[src/fwfa_pkg.sv]
package fwfa_pkg;
    localparam int MEM_UNITS  = 16384;
    localparam int MAX_HOLES  = 32;
    localparam int MAX_OWNERS = 64;
    localparam int HW = $clog2(MAX_HOLES);
    localparam int OW = 6;
    localparam int SW = 14;
    localparam int LW = 15;
    localparam logic [LW-1:0] POOL_RESET = 15'd10000;

    localparam logic [2:0] ST_OK      = 3'd0;
    localparam logic [2:0] ST_NOFIT   = 3'd1;
    localparam logic [2:0] ST_FULL    = 3'd2;
    localparam logic [2:0] ST_NOOWNER = 3'd3;
    localparam logic [2:0] ST_DOUBLE  = 3'd4;

    localparam int REG_POLICY = 0;
    localparam int REG_POOL   = 1;

    typedef struct packed {
        logic             kind;
        logic [OW-1:0]    owner;
        logic [LW-1:0]    size;
    } t_req;

    typedef struct packed {
        logic [2:0]       status;
        logic [SW-1:0]    start_res;
        logic [LW-1:0]    length;
    } t_rsp;
endpackage

[src/fwfa_req_if.sv]
interface fwfa_req_if;
    logic           valid;
    logic           ready;
    fwfa_pkg::t_req data;
    modport source (output valid, output data, input ready);
    modport sink   (input valid, input data, output ready);
endinterface

[src/fwfa_rsp_if.sv]
interface fwfa_rsp_if;
    logic           valid;
    logic           ready;
    fwfa_pkg::t_rsp data;
    modport source (output valid, output data, input ready);
    modport sink   (input valid, input data, output ready);
endinterface

[src/fwfa_ram.sv]
// Generic single-port RAM, registered read
module fwfa_ram #(
    parameter int WIDTH = 8,
    parameter int DEPTH = 64
) (
    input  logic                     i_clk,
    input  logic                     i_we,
    input  logic [$clog2(DEPTH)-1:0] i_addr,
    input  logic [WIDTH-1:0]         i_wdata,
    output logic [WIDTH-1:0]         o_rdata
);
    logic [WIDTH-1:0] r_mem [DEPTH];

    always_ff @(posedge i_clk) begin
        if (i_we) begin
            r_mem[i_addr] <= i_wdata;
        end
        o_rdata <= r_mem[i_addr];
    end
endmodule

[src/first_worst_fit_allocator.sv]
// From request transfer to response valid, a request passes through S_RD, a scan of the hole
// table (one entry per cycle through a shared compare/add unit), S_UPD, S_UPD2 and S_OUT;
// a double allocate, a zero size or a free of an unknown owner goes from S_RD to S_OUT.
// Throughput: one request at a time; ready returns the cycle after the response transfer.
// Synchronous active-low reset: policy 0, pool 10000, one hole [0,pool), all regions free.
// A pool_size write reloads the tables.
module first_worst_fit_allocator (
    input  logic                   i_clk,
    input  logic                   i_rst_n,
    input  logic                   i_cfg_we,
    input  logic [0:0]             i_cfg_idx,
    input  logic [14:0]            i_cfg_wdata,
    fwfa_req_if.sink               req,
    fwfa_rsp_if.source             rsp
);
    localparam int HW = fwfa_pkg::HW;
    localparam int SW = fwfa_pkg::SW;
    localparam int LW = fwfa_pkg::LW;

    typedef enum logic [5:0] {
        S_IDLE = 6'b000001,
        S_RD   = 6'b000010,
        S_SCAN = 6'b000100,
        S_UPD  = 6'b001000,
        S_UPD2 = 6'b010000,
        S_OUT  = 6'b100000
    } t_state;

    t_state r_state, n_state;

    // Configuration and hole table (small, read at a scanned index)
    logic                 r_policy;
    logic [SW-1:0]        r_hs [fwfa_pkg::MAX_HOLES];
    logic [LW-1:0]        r_hl [fwfa_pkg::MAX_HOLES];
    logic [fwfa_pkg::MAX_HOLES-1:0] r_hv;
    logic [fwfa_pkg::MAX_OWNERS-1:0] r_rv;

    fwfa_pkg::t_req r_req;
    fwfa_pkg::t_rsp r_rsp;
    logic           r_rsp_v;

    logic [HW:0]   r_idx;
    logic [HW-1:0] r_best, r_prev, r_next, r_slot;
    logic          r_hb, r_hp, r_hn, r_hsl;
    logic [SW-1:0] r_s;
    logic [LW-1:0] r_l;

    // Region store: start and length in one RAM, read data registered
    logic                 ram_we;
    logic [SW+LW-1:0]     ram_rd;
    logic [SW-1:0]        rg_s;
    logic [LW-1:0]        rg_l;

    fwfa_ram #(.WIDTH(SW+LW), .DEPTH(fwfa_pkg::MAX_OWNERS)) u_region (
        .i_clk  (i_clk),
        .i_we   (ram_we),
        .i_addr (r_req.owner),
        .i_wdata({r_hs[r_best], r_req.size}),
        .o_rdata(ram_rd)
    );
    assign rg_s = ram_rd[SW+LW-1:LW];
    assign rg_l = ram_rd[LW-1:0];
    assign ram_we = (r_state == S_UPD) && !r_req.kind && r_hb;

    // Shared scan unit: one hole entry per cycle
    logic [HW-1:0] cur;
    logic [LW:0]   cur_end;
    logic [LW:0]   reg_end;
    logic          fits, better;
    assign cur     = r_idx[HW-1:0];
    assign cur_end = (LW+1)'(r_hs[cur]) + (LW+1)'(r_hl[cur]);
    assign reg_end = (LW+1)'(rg_s) + (LW+1)'(rg_l);
    assign fits    = r_hv[cur] && (r_hl[cur] >= r_req.size);
    always_comb begin
        if (!r_policy) begin
            better = r_hs[cur] < r_hs[r_best];
        end else begin
            better = (r_hl[cur] > r_hl[r_best]) ||
                     ((r_hl[cur] == r_hl[r_best]) && (r_hs[cur] < r_hs[r_best]));
        end
    end

    assign req.ready = (r_state == S_IDLE) && !r_rsp_v;
    assign rsp.valid = r_rsp_v;
    assign rsp.data  = r_rsp;

    // Sequencer
    always_comb begin
        n_state = r_state;
        unique case (r_state)
            S_IDLE: if (req.valid && req.ready) n_state = S_RD;
            S_RD: begin
                if (r_req.kind ? !r_rv[r_req.owner]
                               : (r_rv[r_req.owner] || r_req.size == '0)) begin
                    n_state = S_OUT;
                end else begin
                    n_state = S_SCAN;
                end
            end
            S_SCAN: if (r_idx == (HW+1)'(fwfa_pkg::MAX_HOLES - 1)) n_state = S_UPD;
            S_UPD:  n_state = S_UPD2;
            S_UPD2: n_state = S_OUT;
            S_OUT:  n_state = S_IDLE;
            default: n_state = S_IDLE;
        endcase
    end

    logic [LW-1:0] cfg_pool;
    always_comb begin
        cfg_pool = i_cfg_wdata;
        if (cfg_pool == '0) cfg_pool = LW'(1);
        if (cfg_pool > LW'(fwfa_pkg::MEM_UNITS)) cfg_pool = LW'(fwfa_pkg::MEM_UNITS);
    end

    always_ff @(posedge i_clk) begin
        if (!i_rst_n) begin
            r_state  <= S_IDLE;
            r_policy <= 1'b0;
            r_hv     <= {{(fwfa_pkg::MAX_HOLES-1){1'b0}}, 1'b1};
            r_hs[0]  <= '0;
            r_hl[0]  <= fwfa_pkg::POOL_RESET;
            r_rv     <= '0;
            r_rsp_v  <= 1'b0;
        end else begin
            r_state <= n_state;
            if (rsp.valid && rsp.ready) r_rsp_v <= 1'b0;
            // Configuration writes must arrive only while idle; the block itself does not enforce it
            if (i_cfg_we && i_cfg_idx == 1'(fwfa_pkg::REG_POLICY)) r_policy <= i_cfg_wdata[0];
            if (i_cfg_we && i_cfg_idx == 1'(fwfa_pkg::REG_POOL)) begin
                r_hv    <= {{(fwfa_pkg::MAX_HOLES-1){1'b0}}, 1'b1};
                r_hs[0] <= '0;
                r_hl[0] <= cfg_pool;
                r_rv    <= '0;
            end
            unique case (r_state)
                S_IDLE: begin
                    if (req.valid && req.ready) r_req <= req.data;
                    r_idx <= '0;
                    r_hb <= 1'b0; r_hp <= 1'b0; r_hn <= 1'b0; r_hsl <= 1'b0;
                    r_best <= '0;
                end
                S_RD: begin
                    r_rsp.start_res <= '0;
                    r_rsp.length    <= '0;
                    if (r_req.kind) r_rsp.status <= fwfa_pkg::ST_NOOWNER;
                    else if (r_rv[r_req.owner]) r_rsp.status <= fwfa_pkg::ST_DOUBLE;
                    else r_rsp.status <= fwfa_pkg::ST_NOFIT;
                end
                S_SCAN: begin
                    r_idx <= r_idx + 1'b1;
                    if (!r_req.kind) begin
                        if (fits && (!r_hb || better)) begin
                            r_best <= cur;
                            r_hb   <= 1'b1;
                        end
                    end else if (!r_hv[cur]) begin
                        if (!r_hsl) begin r_slot <= cur; r_hsl <= 1'b1; end
                    end else if (!r_hp && cur_end == (LW+1)'(rg_s)) begin
                        r_prev <= cur; r_hp <= 1'b1;
                    end else if (!r_hn && (LW+1)'(r_hs[cur]) == reg_end) begin
                        r_next <= cur; r_hn <= 1'b1;
                    end
                end
                S_UPD: begin
                    r_s <= rg_s;
                    r_l <= rg_l;
                    if (!r_req.kind) begin
                        if (r_hb) begin
                            r_rv[r_req.owner]  <= 1'b1;
                            r_rsp.status       <= fwfa_pkg::ST_OK;
                            r_rsp.start_res    <= r_hs[r_best];
                            r_rsp.length       <= r_req.size;
                            r_hl[r_best] <= r_hl[r_best] - r_req.size;
                            if (r_hl[r_best] == r_req.size) begin
                                r_hv[r_best] <= 1'b0;
                                r_hs[r_best] <= '0;
                            end else begin
                                r_hs[r_best] <= SW'(LW'(r_hs[r_best]) + r_req.size);
                            end
                        end
                    end
                end
                S_UPD2: begin
                    if (r_req.kind) begin
                        priority if (r_hp && r_hn) begin
                            r_hl[r_prev] <= r_hl[r_prev] + r_l + r_hl[r_next];
                            r_hv[r_next] <= 1'b0;
                            r_hs[r_next] <= '0;
                            r_hl[r_next] <= '0;
                        end else if (r_hp) begin
                            r_hl[r_prev] <= r_hl[r_prev] + r_l;
                        end else if (r_hn) begin
                            r_hs[r_next] <= r_s;
                            r_hl[r_next] <= r_hl[r_next] + r_l;
                        end else if (r_hsl) begin
                            r_hs[r_slot] <= r_s;
                            r_hl[r_slot] <= r_l;
                            r_hv[r_slot] <= 1'b1;
                        end
                        if (r_hp || r_hn || r_hsl) begin
                            r_rv[r_req.owner] <= 1'b0;
                            r_rsp.status      <= fwfa_pkg::ST_OK;
                            r_rsp.start_res   <= r_s;
                            r_rsp.length      <= r_l;
                        end else begin
                            r_rsp.status      <= fwfa_pkg::ST_FULL;
                        end
                    end
                end
                S_OUT: r_rsp_v <= 1'b1;
                default: ;
            endcase
        end
    end
endmodule

[src/flat_wrapper.sv]
// flat-port wrapper written by rule: the top's interface ports become plain ports
module first_worst_fit_allocator_flat 
  (i_clk, i_rst_n, i_cfg_we, i_cfg_idx, i_cfg_wdata, req_valid, req_data, req_ready, rsp_valid, rsp_data, rsp_ready);
  fwfa_req_if req_i ();
  fwfa_rsp_if rsp_i ();
  input  logic i_clk;
  input  logic i_rst_n;
  input  logic i_cfg_we;
  input  logic [0:0] i_cfg_idx;
  input  logic [14:0] i_cfg_wdata;
  input wire logic [$bits(req_i.valid)-1:0] req_valid;
  input wire logic [$bits(req_i.data)-1:0] req_data;
  output wire logic [$bits(req_i.ready)-1:0] req_ready;
  output wire logic [$bits(rsp_i.valid)-1:0] rsp_valid;
  output wire logic [$bits(rsp_i.data)-1:0] rsp_data;
  input wire logic [$bits(rsp_i.ready)-1:0] rsp_ready;
  assign req_i.valid = req_valid;
  assign req_i.data = req_data;
  assign req_ready = req_i.ready;
  assign rsp_valid = rsp_i.valid;
  assign rsp_data = rsp_i.data;
  assign rsp_i.ready = rsp_ready;
  first_worst_fit_allocator u_core (.i_clk(i_clk), .i_rst_n(i_rst_n), .i_cfg_we(i_cfg_we), .i_cfg_idx(i_cfg_idx), .i_cfg_wdata(i_cfg_wdata), .req(req_i), .rsp(rsp_i));
endmodule
[config.mk]
export PLATFORM = sky130hd
export DESIGN_NAME = first_worst_fit_allocator_flat
export DESIGN_NICKNAME = d
export VERILOG_FILES = /design/src/fwfa_pkg.sv /design/src/fwfa_req_if.sv /design/src/fwfa_rsp_if.sv /design/src/fwfa_ram.sv /design/src/first_worst_fit_allocator.sv /design/src/flat_wrapper.sv
export SDC_FILE = /design/constraint.sdc
export NUM_CORES = 2
export LEC_CHECK = 0
export BUFFER_PORTS_ARGS = -buffer_cell sky130_fd_sc_hd__buf_2
export CAP_MARGIN = 15
export CORE_MARGIN = 2
export CORE_UTILIZATION = 50
export DETAILED_ROUTE_END_ITERATION = 12
export HOLD_SLACK_MARGIN = 0.05
export PLACE_DENSITY = 0.65
export SLEW_MARGIN = 15
export SYNTH_ARGS = -nofsm -noshare
export SYNTH_HDL_FRONTEND = slang
export SYNTH_SLANG_ARGS = --single-unit
[constraint.sdc]
create_clock -name i_clk -period 16.1 [get_ports i_clk]
set_clock_uncertainty 0.1 [all_clocks]
set_input_delay 4.025 -clock i_clk [delete_from_list [all_inputs] [get_ports i_clk]]
set_output_delay 4.025 -clock i_clk [all_outputs]
set_load 0.005 [all_outputs]
==> results.json <==
{
  "grt_max_degree": 123,
  "ctsHoldBuffers": 0,
  "fin_setup_tns_ps": 0,
  "layout_common_cells": "edfxtp_1, mux4_2, a22oi_1",
  "leakage_nw": 47.5,
  "antenna_found_initial": 14,
  "place_congestion": 0.985,
  "crit_type": "reg2reg",
  "synthFlopType": "edfxtp_1",
  "first_global_vias": 87500,
  "setup-violations-final": 0,
  "die_area_mm2": 0.285,
  "yosysSeqAreaShare_pct": 64.3,
  "io_buffers": 76,
  "multi_input_area_mm2": 0.0481,
  "finalCoreUtilization_pct": 56.0,
  "post-route-min-period_ps": 8590,
  "root_buffer": "clkbuf_16",
  "yosysUniqueCellTypes": 93,
  "drc": 0,
  "synth_top_family_by_area": "multiplexers",
  "worst_r2r_path_depth": 21,
  "status": "finished clean",
  "vias": 92600,
  "fin_crit_sh_pct": 53.4,
  "wl_per_cell_um": 37.0,
  "cts.sinks": 3050,
  "vias_per_cell": 7.10,
  "nets": 9250,
  "fillers": 21500,
  "die_h_um": 533,
  "yosysTopAreaCell": "edfxtp_1",
  "synthArstFlopShare_pct": 0,
  "end_kind": "register",
  "cp_max_fo": 60,
  "ys.warnings.count": 0,
  "wl_mm": 482,
  "tightest_slew_ps": 1360,
  "die_w_um": 533,
  "min_from": "u_core.r_hv[29]",
  "max-slew-margin-rel_pct": 9.22,
  "cts_resized": 0,
  "synth_xor_area_share_pct": 0.619,
  "hold_ws_ps": 356,
  "cap_violations": 0,
  "avgSynthCellArea_um2": 15.4,
  "critPathArrivalTime_ps": 9170,
  "area_growth_pct": 11.6,
  "reg2reg_slack_ps": 7510,
  "fp-row-count": 194,
  "clockBufferDepth": 4,
  "cp.required_ps": 16670,
  "hold_class": "reg2reg",
  "min_path_cells": 2,
  "start_util_pct": 50.2,
  "muxShareOfSynthArea_pct": 15.0,
  "startpoint_type": "register",
  "cts_tree": "done",
  "peakVddDrop_uv": 122,
  "h-tree-depth": 5,
  "r2r-end": "u_core.r_hl[16][14]",
  "synth.top_cell.area_share_pct": 62.1,
  "numCtsBuffers": 321,
  "path_clk_slew_ps": 70,
  "syn_inst": 9100,
  "dpl.hpwl_mm": 291,
  "ys_ff_latch": 3050,
  "synth_area_leaders": "edfxtp_1, mux4_2, a22oi_1",
  "placed_cell_area_mm2": 0.146,
  "postCtsSetupRepairBufs": 0,
  "synth_compound_area_share_pct": 11.5,
  "grt-ovfl-total": 0,
  "area.sequential_mm2": 0.0901,
  "layout_commonest_cell": "edfxtp_1",
  "drive_above_1_share_pct": 20.9,
  "core_mm2": 0.279,
  "powerDensity_mw_per_mm2": 135,
  "rsz0062_at_grt": "no",
  "drtPass1Iterations": 6,
  "final_hold_viol_count": 0,
  "synth.cell_area_mm2": 0.140,
  "io_pins": 77,
  "finalMaxSlewViolations": 0,
  "clk_latency_ps": 940,
  "fin_area_mm2": 0.156,
  "drt_iter0_drc": 14400,
  "synth_edf_count": 2897,
  "grt_pass1_wl_mm": 670,
  "postRouteAntennaNets": 0,
  "syn-num-nets": 9294,
  "total_power_mw": 21.2,
  "max_freq_ghz": 0.116,
  "holdPathEnd": "u_core.r_hv[29]",
  "yosys.area_share.simple_pct": 4.98,
  "track_usage_pct": 33.1,
  "synth_fa_ha_area_share_pct": 1.39
}
## cells in the mapped netlist (10+ instances only)
| cell | count |
|---|---|
| a211oi_1 | 25 |
| a21o_1 | 45 |
| a21oi_1 | 422 |
| a221oi_1 | 131 |
| a22o_1 | 146 |
| a22oi_1 | 715 |
| a31oi_1 | 129 |
| a41oi_1 | 59 |
| and2_1 | 23 |
| and3_1 | 16 |
| buf_1 | 106 |
| buf_2 | 41 |
| clkbuf_1 | 565 |
| dfxtp_1 | 153 |
| edfxtp_1 | 2897 |
| ha_1 | 144 |
| inv_1 | 93 |
| mux2_2 | 43 |
| mux2i_1 | 208 |
| mux4_2 | 816 |
| nand2_1 | 502 |
| nand2b_1 | 29 |
| nand3_1 | 140 |
| nand3b_1 | 14 |
| nand4_1 | 99 |
| nor2_1 | 474 |
| nor2b_1 | 50 |
| nor3_1 | 39 |
| nor3b_1 | 11 |
| nor4_1 | 50 |
| o211ai_1 | 39 |
| o21a_1 | 32 |
| o21ai_0 | 436 |
| o21ai_1 | 10 |
| o21bai_1 | 17 |
| o22ai_1 | 33 |
| o31ai_1 | 65 |
| or2_2 | 11 |
| or3_1 | 26 |
| xnor2_1 | 63 |
| xor2_1 | 28 |
## per-layer routing
metal	part of all wire [%]	wire length (µm)	GRT usage (%)	up-vias
met3	13	62600	9.08	1186
met1	37	176000	45.0	47400
met2	45	215000	49.4	6741
li1	-	-	-	37300
met4	5.8	28000	16.1	12
met5	0.031	149	0.200	-
## area by class of cell
type,instances,share of cell area [%]
Clock buffer,401,5.45
Tap cell,3724,2.98
Inverter,95,0.228
Multi-Input combinational cell,5230,30.8
Clock inverter,183,1.19
Sequential cell,3050,57.6
Timing Repair Buffer,358,1.75
Antenna cell,6,0.00960
## critical path: stages (launching register included)
cell       delay, ps
dfxtp_4          700
buf_4            580
buf_4            920
mux4_2           450
mux4_2           540
mux2_2           380
ha_1             350
a21oi_1          250
o21bai_1         150
a2111oi_0        500
a21o_1           150
xnor2_1          160
ha_1             330
a311oi_1         490
o21ai_0          250
a41oi_1          520
mux2i_1          280
xnor2_1          160
a221oi_4         310
buf_4            390
nand2_1          110
o31ai_1          140
## state kept, by name, summed over array words and instances, names as in the netlist, 5 cells and up, named ones only
register                 cells
u_core.r_hl                480
u_core.r_next                5
u_core.r_idx                 6
u_core.u_region.r_mem     1856
u_core.r_l                  15
u_core.r_hs                448
u_core.u_region.o_rdata     29
u_core.r_slot                5
u_core.r_hv                 32
u_core.r_best                5
u_core.r_s                  14
u_core.rsp.data             32
u_core.r_prev                5
u_core.r_state               6
u_core.r_rv                 64
u_core.r_req                22
## worst max-delay path by stage
stage                   from             endpoint  slack, ps  cells after the start
floorplan            i_rst_n   u_core.r_hl[16][0]       8760                      9
global placement     i_rst_n    u_core.r_hl[0][7]       6920                     10
detailed placement   i_rst_n   u_core.r_hs[0][11]       6940                      9
CTS                 register   u_core.r_hl[0][13]       7820                     16
global route        register  u_core.r_hl[16][14]       7280                     23
finish              register  u_core.r_hl[16][14]       7510                     21
## report_power, final
group | internal (mW) | total (mW) | switching (mW)
Combinational | 1.54 | 4.38 | 2.84
Sequential | 9.22 | 9.38 | 0.158
Clock | 4.20 | 7.39 | 3.19
Total | 15.0 | 21.2 | 6.19
## cell families after synthesis
family / Yosys count
xor+xnor: 94
flops: 3050
simple gates: 1522
fa+ha+maj: 151
mux: 1072
buf+inv: 820
compound gates: 2391
## stage by stage
step | std cells | setup slack, ps
finish | 13000 | 7510
global route | 13000 | 7280
CTS | 13000 | 7820
detailed placement | 12500 | 6940
global placement | 12500 | 6920
floorplan | 9100 | 8760
Note: power is estimated with default switching activity, not from simulation.
